**config.mk**
```make
export PLATFORM = sky130hd
export DESIGN_NAME = lbid_cell
export DESIGN_NICKNAME = d
export VERILOG_FILES = /design/src/sv/lbid_pkg.sv /design/src/sv/lbid_cell.sv
export SDC_FILE = /design/constraint.sdc
export NUM_CORES = 1
export LEC_CHECK = 0
export ABC_AREA = 1
export BUFFER_PORTS_ARGS = -buffer_cell sky130_fd_sc_hd__buf_2
export CORE_MARGIN = 2
export CORE_UTILIZATION = 39
export CTS_CLUSTER_SIZE = 40
export DETAILED_ROUTE_END_ITERATION = 8
export HOLD_SLACK_MARGIN = 0.02
export PLACE_DENSITY = 0.82
export SKIP_LAST_GASP = 1
export SLEW_MARGIN = 20
export SYNTH_ARGS = -nofsm -noshare
export SYNTH_HDL_FRONTEND = slang
export SYNTH_SLANG_ARGS = --single-unit
```
**constraint.sdc**
```tcl
create_clock -name clk -period 4.29 [get_ports clk]
set_clock_uncertainty 0.05 [all_clocks]
set_input_delay 0.6435 -clock clk [delete_from_list [all_inputs] [get_ports clk]]
set_output_delay 0.6435 -clock clk [all_outputs]
set_load 0.01 [all_outputs]
```
**src/sv/lbid_pkg.sv**
```systemverilog
// shared types and constants for the line buffer
// no dependencies
`timescale 1ns / 1ps

package lbid_pkg;

  localparam int DEF_CAPACITY = 256;
  localparam int POS_W        = 9;
  localparam int CHAR_W       = 8;
  localparam int LEN_W        = 9;
  localparam int GRP_SIZE     = 16;

  typedef enum logic [1:0] {
    REQ_INSERT = 2'd0,
    REQ_DELETE = 2'd1,
    REQ_READ   = 2'd2
  } req_t;

  typedef enum logic [1:0] {
    ST_OK    = 2'd0,
    ST_RANGE = 2'd1,
    ST_FULL  = 2'd2
  } status_t;

  typedef enum logic [1:0] {
    S_IDLE   = 2'd0,
    S_EXEC   = 2'd1,
    S_GATHER = 2'd2
  } state_t;

  typedef struct packed {
    logic ins_en;
    logic del_en;
  } cell_ctrl_t;

endpackage

```
**src/sv/lbid_cell.sv**
```systemverilog
// one byte cell of the line buffer row
// depends on lbid_pkg
`timescale 1ns / 1ps

module lbid_cell #(
  parameter int IDX = 0,
  parameter int AW  = 8
) (
  input  logic                      clk,
  input  lbid_pkg::cell_ctrl_t      ctrl_i,
  input  logic [AW-1:0]             at_i,
  input  logic [lbid_pkg::CHAR_W-1:0] char_i,
  input  logic [lbid_pkg::CHAR_W-1:0] left_i,
  input  logic [lbid_pkg::CHAR_W-1:0] right_i,
  output logic [lbid_pkg::CHAR_W-1:0] data_o,
  output logic [lbid_pkg::CHAR_W-1:0] tap_o
);
  import lbid_pkg::*;

  logic [CHAR_W-1:0] data_r;
  logic [CHAR_W-1:0] data_nxt;
  logic              at_here;
  logic              above_at;

  assign at_here  = (at_i == AW'(IDX));
  assign above_at = (AW'(IDX) > at_i);

  always_comb begin
    data_nxt = data_r;
    if (ctrl_i.ins_en) begin
      if (at_here) begin
        data_nxt = char_i;
      end else if (above_at) begin
        data_nxt = left_i;
      end
    end else if (ctrl_i.del_en) begin
      if (at_here || above_at) begin
        data_nxt = right_i;
      end
    end
  end

  always_ff @(posedge clk) begin
    data_r <= data_nxt;
  end

  assign data_o = data_r;
  assign tap_o  = at_here ? data_r : '0;

endmodule

```
==> PnR_summary.wiki, run 1 <==
{| class="wikitable"
! Metric !! Value
|-
| Library cell used as clock root buffer || sky130_fd_sc_hd__clkbuf_4
|-
| Maximum ir drop on the vdd rail || 0.0678 mV
|-
| Number of violations of the max-capacitance limit || 0
|-
| Portion of total power attributed to the clock network || 0.305
|-
| Starting utilization of the core area || 0.406
|-
| Largest incremental delay on the critical path || 0.18 ns
|-
| Post-synthesis net count || 119
|-
| Gate count of the mapped netlist || 84
|-
| DRC || 0
|-
| Total number of vias || 717
|-
| Pin count of the biggest net entering global routing || 11
|-
| Worst endpoint required time || 3.60 ns
|-
| TritonCTS clock tree || yes
|-
| Setup crit start kind || input pin
|-
| Run status || finished clean
|-
| Placer congestion estimate || 0.779
|-
| Mean instance size in the synthesized netlist || 7.11 um2
|-
| Final #Nets || 173
|-
| Part of the total power dissipated in combinational logic || 0.194
|-
| Worst min-delay path startpoint || right_i[7]
|-
| Clock transition at the register clock pins on the worst setup and hold paths after CTS || 0.05 ns
|-
| Post-layout minimum cycle time || 2.26 ns
|-
| Highest-delay cell along the critical path || sky130_fd_sc_hd__nor2_8
|-
| Pint || 137 uW
|-
| RSZ-0062 raised after global routing || no
|-
| Post-CTS setup repair buffer count || 0
|-
| Total die area || 0.00186 mm2
|-
| Path type of the worst setup path || in2out
|-
| IO Port Bufs || 50
|-
| Area of the core || 0.00147 mm2
|-
| Max Fanout on Critical Path || 9
|-
| Number of warning messages in the yosys log || 0
|-
| Max_slew headroom || 0.606
|-
| Setup TNS || 0 ns
|-
| Final max-slew violation count || 0
|-
| Cell Rows || 14
|-
| Portion of the post-synthesis area used by sequential elements || 0.403
|-
| DR vias/cell || 4.72
|-
| Largest buffer count on any clock path || 2
|-
| Aggregate routed wire length || 1470 um
|-
| CTS Hold Buffers Added || 0
|-
| Tcrit/Tclk final || 0.526
|-
| Count of cells resized by post-cts repair || 0
|-
| Iteration count of the initial detailed-routing pass || 4
|-
| Critical Path Sink Type || output port
|-
| Cell variety after synth || 12
|-
| Fraction of final layout cells with drive strength greater than 1 || 0.434
|-
| Ordered cell list for the critical path || buf_2 -> nor2_1 -> nand2_2 -> nor2_8 -> inv_2 -> nor2_1 -> buf_2
|-
| Total congestion overflow || 0
|-
| Worst Hold Class || in2reg
|-
| NetSw || 37.3 uW
|-
| Sequential cell fraction of total power || 0.501
|-
| Clock tree sinks || 8
|-
| Largest cells by area after synthesis || sky130_fd_sc_hd__edfxtp_1 (40%), sky130_fd_sc_hd__nand2_1 (15%), sky130_fd_sc_hd__inv_1 (11%)
|-
| Max Clk Rate || 0.443 GHz
|-
| Final hold viol count || 0
|-
| Die H || 43.1 um
|-
| Final antenna-violating net count || 0
|-
| Synth top area share || 0.403
|-
| Most area-hungry cell type in the Yosys netlist || sky130_fd_sc_hd__edfxtp_1
|-
| Diodes inserted || 0
|-
| Post-route insts no fill || 152
|-
| Number of flip-flops in the largest register || 8
|-
| Per-cell routed wire length || 9.65 um
|-
| Number of failing setup endpoints in the final timing report || 0
|-
| Transition time of the tightest slew-check pin || 0.588 ns
|-
| Flip-flop and latch count after synthesis || 8
|-
| Leak pwr || 0.000543 uW
|-
| Total routing resource utilization after global routing || 0.160
|-
| Number of DRC violations after detailed-routing iteration 0 || 12
|-
| Floorplan die width || 43.1 um
|-
| Critical path launch point || at_i[7]
|-
| Placed cells || 149
|-
| Top Ports || 51
|-
| H-tree depth || 1
|-
| Switch share || 0.214
|-
| Number of antenna violations at the first check in global routing || 0
|-
| Global-route wire length before repair || 2250 um
|-
| Layout area overhead || 48.4%
|-
| Total power per unit cell area || 196 mW/mm2
|-
| Number of global-route vias before repair || 598
|-
| Cell area after synthesis || 597 um2
|-
| TritonCTS buffer count || 3
|-
| Sum of net half-perimeters after detailed placement || 1250 um
|-
| Data arrival, critical path || 1.56 ns
|-
| Fillers || 134
|}
-- per-layer routing --
layer  up-vias  global-route usage  share of wire
met2        53               0.284           0.48
li1        361                   -              -
met4         0               0.103          0.023
met5         -                   0              0
met3         4              0.0383           0.12
met1       299               0.162           0.38
-- worst max-delay path: cells and delay by family --
| kind | cells | cell delay (ns) |
|---|---|---|
| buffers and inverters | 3 | 0.34 |
| AND/OR/NAND/NOR | 4 | 0.58 |
-- layout make-up --
cell class	instances	area [um2]	share of cell area
clock buffer	3	22.5	0.0254
tap	16	20.0	0.0226
sequential	8	240	0.271
inverter	18	67.6	0.0763
multi-input combinational	57	285	0.322
timing repair buffer	50	250	0.282
-- Yosys cell counts --
cell type / n
sky130_fd_sc_hd__buf_1: 1
sky130_fd_sc_hd__inv_2: 1
sky130_fd_sc_hd__nor2_2: 2
sky130_fd_sc_hd__inv_1: 17
sky130_fd_sc_hd__nand3_1: 8
sky130_fd_sc_hd__nor2_1: 12
sky130_fd_sc_hd__nor2_8: 1
sky130_fd_sc_hd__nand2_4: 1
sky130_fd_sc_hd__nand2_2: 1
sky130_fd_sc_hd__edfxtp_1: 8
sky130_fd_sc_hd__o21bai_1: 8
sky130_fd_sc_hd__nand2_1: 24
-- path summary, 6_finish.rpt --
check	slack (ns)	depth (start not counted)	to
worst max-delay path	2.03	7	tap_o[6]
worst min-delay path	0.62	3	data_o[7]
-- stage by stage --
step           area (um2)  total power, uW  utilization  hold WS, ns  worst slack (ns)
2_1_floorplan         597              105            -        0.779              2.29
3_3_place_gp          863              122        0.587        0.870              2.10
3_5_place_dp          863              122        0.587        0.869              2.03
4_1_cts               886              175        0.602        0.623              2.03
5_1_grt               886              182        0.602        0.625              1.93
6_report              886              174        0.602        0.624              2.03
-- power by group through the flow --
| stage | Combinational [uW] | Sequential, uW | Clock [uW] |
|---|---|---|---|
| finish | 33.8 | 87.1 | 53.1 |
| global route | 37.3 | 87.1 | 57.3 |
| CTS | 33.6 | 87.2 | 53.9 |
| detailed placement | 33.4 | 88.7 | 0 |
| global placement | 33.2 | 88.6 | 0 |
| floorplan | 15.8 | 88.8 | 0 |
-- kinds of logic (layout without fill, tap and decap cells) --
| kind of cell | count (synthesis) | count (layout) | synth area share |
|---|---|---|---|
| and+or+nand+nor | 49 | 49 | 0.377 |
| AOI/OAI and AO/OA | 8 | 8 | 0.101 |
| DFF | 8 | 8 | 0.403 |
| buffers and inverters | 19 | 71 | 0.119 |
-- layout by cell type (no fill, tap or decap) --
cell                       synthesis  routed
sky130_fd_sc_hd__nor2_1           12      12
sky130_fd_sc_hd__nand2_1          24      24
sky130_fd_sc_hd__clkbuf_4          0       3
sky130_fd_sc_hd__nand2_4           1       1
sky130_fd_sc_hd__inv_1            17      17
sky130_fd_sc_hd__nand3_1           8       8
sky130_fd_sc_hd__edfxtp_1          8       8
sky130_fd_sc_hd__inv_2             1       1
sky130_fd_sc_hd__buf_2             0      50
sky130_fd_sc_hd__o21bai_1          8       8
sky130_fd_sc_hd__nand2_2           1       1
sky130_fd_sc_hd__nor2_2            2       2
sky130_fd_sc_hd__nor2_8            1       1
Power figures use the tool's default switching activity.
==> inputs of run 2 (changes only) <==
--- a/config.mk
+++ b/config.mk
@@ -5,14 +5,14 @@
 export SDC_FILE = /design/constraint.sdc
 export NUM_CORES = 1
 export LEC_CHECK = 0
-export ABC_AREA = 1
+export ABC_AREA = 0
 export BUFFER_PORTS_ARGS = -buffer_cell sky130_fd_sc_hd__buf_2
 export CORE_MARGIN = 2
-export CORE_UTILIZATION = 39
+export CORE_UTILIZATION = 35
 export CTS_CLUSTER_SIZE = 40
 export DETAILED_ROUTE_END_ITERATION = 8
 export HOLD_SLACK_MARGIN = 0.02
-export PLACE_DENSITY = 0.82
+export PLACE_DENSITY = 0.77
 export SKIP_LAST_GASP = 1
 export SLEW_MARGIN = 20
 export SYNTH_ARGS = -nofsm -noshare
==> constraint.sdc (replaced) <==
create_clock -name clk -period 2.1 [get_ports clk]
set_clock_uncertainty 0.05 [all_clocks]
set_input_delay 0.315 -clock clk [delete_from_list [all_inputs] [get_ports clk]]
set_output_delay 0.315 -clock clk [all_outputs]
set_load 0.01 [all_outputs]
==> run 2 against run 1 <==
Combinational power is 94% higher. Hold slack got worse by 0.25 ns. Synthesized cell count decreased by 29%. Count of clock-buffer cells in the layout unchanged. Non-clock buffer count grew 3. First-iteration DRC count grew 75%. Sequential share of layout area is 2.2 points higher. Clock power up 110%. Total power up 100%.
==> PnR_summary.wiki, run 2 <==
{| class="wikitable"
! Metric !! Value
|-
| Run status || finished clean
|-
| Leak pwr || 0.000403 uW (-26%)
|-
| Number of DRC violations after detailed-routing iteration 0 || 21 (+9)
|-
| Clock tree sinks || 8 (unchanged)
|-
| CTS Hold Buffers Added || 0 (unchanged)
|-
| Pin count of the biggest net entering global routing || 18 (+7)
|-
| Number of antenna violations at the first check in global routing || 0 (unchanged)
|-
| RSZ-0062 raised after global routing || no
|-
| Flip-flop and latch count after synthesis || 8 (unchanged)
|-
| Library cell used as clock root buffer || sky130_fd_sc_hd__clkbuf_4
|-
| Placer congestion estimate || 0.727 (-6.7%)
|-
| End-of-flow core utilization || 0.557 (-0.0451)
|-
| Area of the core || 0.00147 mm2 (unchanged)
|-
| Setup TNS || 0 ns (unchanged)
|-
| Floorplan die width || 43.2 um (about the same)
|-
| Total number of vias || 661 (-7.8%)
|-
| Leading cell type in the layout, fill and taps excluded || sky130_fd_sc_hd__buf_2
|-
| Hold slack || 0.370 ns (-0.255 ns)
|-
| TritonCTS clock tree || yes
|-
| Capture point of the worst path || data_o[3]
|-
| Max Clk Rate || 0.621 GHz
|-
| Mean instance size in the synthesized netlist || 8.95 um2 (+26%)
|-
| Cell Rows || 14 (unchanged)
|-
| H-tree depth || 1 (unchanged)
|-
| Largest incremental delay on the critical path || 0.69 ns (+0.51 ns)
|-
| Total die area || 0.00186 mm2 (+0.19%)
|-
| Gate count of the mapped netlist || 60 (-29%)
|-
| Final #Nets || 147 (-15%)
|-
| Ordered cell list for the critical path || buf_2 -> or4_1 -> nor3_2 -> buf_4
|-
| Diodes inserted || 0 (unchanged)
|-
| Path type of the worst setup path || in2reg
|-
| Starting utilization of the core area || 0.365 (-0.0408)
|-
| DR vias/cell || 5.25 (+11%)
|-
| Per-cell routed wire length || 11.3 um (+17%)
|-
| Final max-slew violation count || 0 (unchanged)
|-
| Top Ports || 51 (unchanged)
|-
| Global-route wire length before repair || 2260 um (+0.62%)
|-
| Post-route insts no fill || 126 (-17%)
|-
| Most numerous cell in the Yosys netlist || sky130_fd_sc_hd__nor2_1
|-
| Count of flip-flops with a built-in enable after synthesis || 8 (unchanged)
|-
| Transition time of the tightest slew-check pin || 0.306 ns (-0.282 ns)
|-
| Number of warning messages in the yosys log || 0 (unchanged)
|-
| Highest-delay cell along the critical path || sky130_fd_sc_hd__or4_1
|-
| Number of failing setup endpoints in the final timing report || 0 (unchanged)
|-
| Data arrival, critical path || 1.52 ns (-0.04 ns)
|-
| Critical path launch point || at_i[7]
|-
| Fraction of final layout cells with drive strength greater than 1 || 0.536 (+0.103)
|-
| Max Fanout on Critical Path || 9 (unchanged)
|-
| Number of violations of the max-capacitance limit || 0 (unchanged)
|-
| Cell area after synthesis || 537 um2 (-10%)
|-
| Total routing resource utilization after global routing || 0.167 (+0.00701)
|-
| IO Port Bufs || 50 (unchanged)
|-
| Most frequent cells in the layout || sky130_fd_sc_hd__buf_2 (50), sky130_fd_sc_hd__nor2_1 (9)
|-
| Post-synthesis net count || 95 (-20%)
|-
| Post-CTS setup repair buffer count || 0 (unchanged)
|-
| Final antenna-violating net count || 0 (unchanged)
|-
| Worst endpoint required time || 2.01 ns (-1.59 ns)
|-
| Largest buffer count on any clock path || 2 (unchanged)
|-
| Count of cells resized by post-cts repair || 0 (unchanged)
|-
| Portion of the post-synthesis area used by sequential elements || 0.448 (+0.0450)
|-
| Placed cells || 123 (-17%)
|-
| Power consumption || 355 uW (+100%)
|-
| Number of flip-flops in the largest register || 8 (unchanged)
|-
| Total power per unit cell area || 433 mW/mm2 (+120%)
|-
| Critical Path Sink Type || register
|-
| Iteration count of the initial detailed-routing pass || 4 (unchanged)
|-
| Total congestion overflow || 0 (unchanged)
|-
| Most used flip-flop cell after synthesis || sky130_fd_sc_hd__edfxtp_1
|-
| Aggregate routed wire length || 1430 um (-2.7%)
|-
| Post-layout minimum cycle time || 1.61 ns
|-
| Max_slew headroom || 0.796 (+0.189)
|-
| Cell variety after synth || 12 (unchanged)
|-
| Worst Hold Class || in2reg
|-
| Maximum ir drop on the vdd rail || 0.199 mV (+190%)
|-
| Largest cells by area after synthesis || sky130_fd_sc_hd__edfxtp_1 (45%), sky130_fd_sc_hd__a31oi_1 (9.3%), sky130_fd_sc_hd__and3_1 (9.3%)
|-
| Die H || 43.2 um (about the same)
|-
| Most area-hungry cell type in the Yosys netlist || sky130_fd_sc_hd__edfxtp_1
|-
| DRC || 0 (unchanged)
|-
| Final hold viol count || 0 (unchanged)
|-
| Clock transition at the register clock pins on the worst setup and hold paths after CTS || 0.05 ns (about the same)
|-
| Tcrit/Tclk final || 0.767
|-
| Setup crit start kind || input pin
|-
| Synth top area share || 0.448 (+0.0450)
|-
| Fraction of registers with async set/reset || 0 (unchanged)
|-
| Number of global-route vias before repair || 571 (-4.5%)
|-
| TritonCTS buffer count || 3 (unchanged)
|-
| Layout area overhead || 52.7%
|}
==> run 2: changes by cell type after synthesis, sizes merged <==
cell | before | now
clkbuf | 0 | 3
and3 | 0 | 8
nand2 | 26 | 0
buf | 1 | 3
nor2 | 15 | 9
a31oi | 0 | 8
o21bai | 8 | 0
or4 | 0 | 2
o21ai | 0 | 8
nor3 | 0 | 1
inv | 18 | 0
nor4 | 0 | 2
==> run 2: per-stage QoR <==
| step | worst slack, ns | area, um2 |
|---|---|---|
| finish | 0.490 | 820 |
| global route | 0.436 | 820 |
| CTS | 0.489 | 820 |
| detailed placement | 0.227 | 797 |
| global placement | 0.266 | 797 |
| floorplan | 0.222 | 542 |
==> run 2: per-layer routing <==
layer / vias up / wire, um / track usage
met1: 273 / 533 / 0.181
met2: 52 / 687 / 0.290
met5: - / 0 / 0
met4: 0 / 40 / 0.127
li1: 332 / - / -
met3: 4 / 166 / 0.0170
==> run 2: how the worst min path moves through the flow <==
stage	start	endpoint	slack, ns	depth (start not counted)
after global routing	right_i[6]	data_o[6]	0.39	3
after global placement	right_i[5]	data_o[5]	0.61	3
final	right_i[7]	data_o[7]	0.37	3
after floorplan	right_i[0]	data_o[0]	0.51	2
after detailed placement	right_i[7]	data_o[7]	0.62	3
after CTS	right_i[7]	data_o[7]	0.37	3
==> run 2: cell families after synthesis <==
| family | share of synthesized area |
|---|---|
| simple gates | 0.315 |
| compound gates | 0.168 |
| flops | 0.448 |
| buf+inv | 0.0699 |
==> run 2: final cells by class <==
type / instances / area (um2)
fill: 144 / 652
tap: 16 / 20.0
clock buffer: 3 / 22.5
multi-input combinational: 46 / 264
sequential: 8 / 240
timing repair buffer: 53 / 273
==> run 2: critical path: cells and delay by family <==
| family | cells | cell delay, ns |
|---|---|---|
| simple gates | 2 | 0.91 |
| buf+inv | 2 | 0.29 |
==> run 2: power breakdown <==
group / internal, uW / switching, uW
Clock: 65.0 / 46.0
Sequential: 178 / 0.163
Combinational: 34.1 / 31.5
==> inputs of run 3 (changes only) <==
--- a/config.mk
+++ b/config.mk
@@ -5,14 +5,14 @@
 export SDC_FILE = /design/constraint.sdc
 export NUM_CORES = 1
 export LEC_CHECK = 0
-export ABC_AREA = 0
+export ABC_AREA = 1
 export BUFFER_PORTS_ARGS = -buffer_cell sky130_fd_sc_hd__buf_2
 export CORE_MARGIN = 2
-export CORE_UTILIZATION = 35
+export CORE_UTILIZATION = 37
 export CTS_CLUSTER_SIZE = 40
 export DETAILED_ROUTE_END_ITERATION = 8
 export HOLD_SLACK_MARGIN = 0.02
-export PLACE_DENSITY = 0.77
+export PLACE_DENSITY = 0.78
 export SKIP_LAST_GASP = 1
 export SLEW_MARGIN = 20
 export SYNTH_ARGS = -nofsm -noshare
==> constraint.sdc (replaced) <==
create_clock -name clk -period 1.6 [get_ports clk]
set_clock_uncertainty 0.05 [all_clocks]
set_input_delay 0.24 -clock clk [delete_from_list [all_inputs] [get_ports clk]]
set_output_delay 0.24 -clock clk [all_outputs]
set_load 0.01 [all_outputs]
==> run 3 against run 2 <==
Via count rose by 4.8%. Combinational power up 38%. Design area up 11%. Flip-flop and latch count unchanged. Highest routed layer unchanged. Largest power group unchanged. Die area up 4.7%.
==> PnR_summary.wiki, run 3 (same netlist as run 1, synthesis figures left out) <==
{| class="wikitable"
! Metric !! Value
|-
| Wire length the detailed router placed on met1 || 552 um (+3.6%)
|-
| Max_slew headroom || 0.845 (+0.0491)
|-
| Die H || 44.2 um (+2.3%)
|-
| Setup TNS || 0 ns (unchanged)
|-
| Final hold viol count || 0 (unchanged)
|-
| Worst Hold Class || in2reg
|-
| DR vias/cell || 4.47 (-15%)
|-
| Largest buffer count on any clock path || 2 (unchanged)
|-
| Global-route wire length before repair || 2170 um (-4.3%)
|-
| Critical Path Sink Type || output port
|-
| Sum of met3 wire segment lengths after detailed routing || 133 um (-20%)
|-
| Leak pwr || 0.000560 uW (+39%)
|-
| Final antenna-violating net count || 0 (unchanged)
|-
| Total number of vias || 693 (+4.8%)
|-
| Max Clk Rate || 0.750 GHz
|-
| DRC || 0 (unchanged)
|-
| Most frequent cells in the layout || sky130_fd_sc_hd__buf_2 (50), sky130_fd_sc_hd__nand2_1 (24), sky130_fd_sc_hd__inv_1 (17), sky130_fd_sc_hd__nor2_1 (12)
|-
| Total routing resource utilization after global routing || 0.151 (-0.0150)
|-
| Placer congestion estimate || 0.745 (+2.4%)
|-
| Number of global-route vias before repair || 592 (+3.7%)
|-
| Number of flip-flops in the largest register || 8 (unchanged)
|-
| H-tree depth || 1 (unchanged)
|-
| Cell Rows || 14 (unchanged)
|-
| Sum of net half-perimeters after detailed placement || 1200 um
|-
| Floorplan die width || 44.2 um (+2.3%)
|-
| Iteration count of the initial detailed-routing pass || 4 (unchanged)
|-
| Count of cells resized by post-cts repair || 0 (unchanged)
|-
| Final #Nets || 176 (+20%)
|-
| CTS Hold Buffers Added || 0 (unchanged)
|-
| Path type of the worst setup path || in2out
|-
| Clock tree sinks || 8 (unchanged)
|-
| TritonCTS clock tree || yes
|-
| IO Port Bufs || 50 (unchanged)
|-
| Layout area overhead || 52.2%
|-
| Total met2 wirelength after detailed routing || 678 um (-1.3%)
|-
| Data arrival, critical path || 1.04 ns (-0.48 ns)
|-
| Total congestion overflow || 0 (unchanged)
|-
| Library cell used as clock root buffer || sky130_fd_sc_hd__clkbuf_4
|-
| Post-layout minimum cycle time || 1.33 ns
|-
| Per-cell routed wire length || 9.06 um (-20%)
|-
| Tcrit/Tclk final || 0.833
|-
| Maximum ir drop on the vdd rail || 0.241 mV (+21%)
|-
| Clock transition at the register clock pins on the worst setup and hold paths after CTS || 0.05 ns (about the same)
|-
| Total die area || 0.00195 mm2 (+4.7%)
|-
| RSZ-0062 raised after global routing || no
|-
| Worst Setup Slack post-DPL || 0.117 ns (-0.110 ns)
|-
| Number of violations of the max-capacitance limit || 0 (unchanged)
|-
| Max Fanout on Critical Path || 9 (unchanged)
|-
| Diodes inserted || 0 (unchanged)
|-
| Fillers || 151 (+4.9%)
|-
| Number of antenna violations at the first check in global routing || 0 (unchanged)
|-
| Area of the core || 0.00151 mm2 (+2.4%)
|-
| Post-CTS setup repair buffer count || 0 (unchanged)
|-
| Final worst setup slack || 0.267 ns (-0.223 ns)
|-
| Starting utilization of the core area || 0.396 (+0.0314)
|-
| Top metal layer carrying routed signals || met4
|-
| Transition time of the tightest slew-check pin || 0.232 ns (-0.0744 ns)
|-
| Total power per unit cell area || 522 mW/mm2 (+21%)
|-
| Aggregate routed wire length || 1400 um (-1.6%)
|-
| Run status || finished clean
|-
| Number of failing setup endpoints in the final timing report || 0 (unchanged)
|-
| Worst endpoint required time || 1.31 ns (-0.70 ns)
|-
| Fraction of final layout cells with drive strength greater than 1 || 0.446 (-0.0903)
|-
| Pin count of the biggest net entering global routing || 11 (-7)
|-
| Top Ports || 51 (unchanged)
|-
| Final max-slew violation count || 0 (unchanged)
|-
| Number of DRC violations after detailed-routing iteration 0 || 14 (-33%)
|-
| TritonCTS buffer count || 3 (unchanged)
|-
| Leading cell type in the layout, fill and taps excluded || sky130_fd_sc_hd__buf_2
|-
| Setup crit start kind || input pin
|}
run 3: cell count changes in the layout (fill, tap and decap cells not counted), sizes merged:
cell / before / now
nand2: 0 / 26
nor2: 9 / 15
o21ai: 8 / 0
o21bai: 0 / 8
nor3: 1 / 0
and3: 8 / 0
a31oi: 8 / 0
or4: 2 / 0
nor4: 2 / 0
inv: 0 / 18
run 3: layer usage:
layer	global-route usage	vias to the layer above
li1	-	369
met3	0.0245	6
met4	0.103	0
met2	0.276	39
met1	0.156	279
met5	0	-
run 3: per-stage QoR:
| step | area [um2] | std cells | total power [uW] | utilization | hold slack, ns |
|---|---|---|---|---|---|
| after floorplan | 597 | 84 | 280 | - | 0.376 |
| after detailed placement | 886 | 152 | 328 | 0.588 | 0.467 |
| after global routing | 908 | 155 | 495 | 0.603 | 0.233 |
| after CTS | 908 | 155 | 477 | 0.603 | 0.209 |
| after global placement | 886 | 152 | 327 | 0.588 | 0.465 |
| final | 908 | 155 | 474 | 0.603 | 0.212 |
run 3: final cells by class:
| type | instances | area, um2 | share of cell area |
|---|---|---|---|
| inverter | 18 | 67.6 | 0.0744 |
| timing repair buffer | 53 | 273 | 0.300 |
| tap | 16 | 20.0 | 0.0220 |
| multi-input combinational | 57 | 285 | 0.314 |
| sequential | 8 | 240 | 0.264 |
| clock buffer | 3 | 22.5 | 0.0248 |
run 3: power breakdown:
group,total (uW),switching [uW],internal (uW)
sequential,234,0.246,233
clock,150,64.6,85.5
combinational,90.7,42.2,48.5
run 3: critical path: stages:
cell and delay (ns):
sky130_fd_sc_hd__buf_2 0.09, sky130_fd_sc_hd__nor2_1 0.12, sky130_fd_sc_hd__nand2_2 0.16, sky130_fd_sc_hd__nor2_8 0.12, sky130_fd_sc_hd__inv_2 0.08, sky130_fd_sc_hd__nor2_1 0.08, sky130_fd_sc_hd__buf_2 0.13
run 3: worst paths after layout:
check | start | end | cells after the start
worst min-delay path | right_i[5] | data_o[5] | 3
worst max-delay path | at_i[7] | tap_o[5] | 7
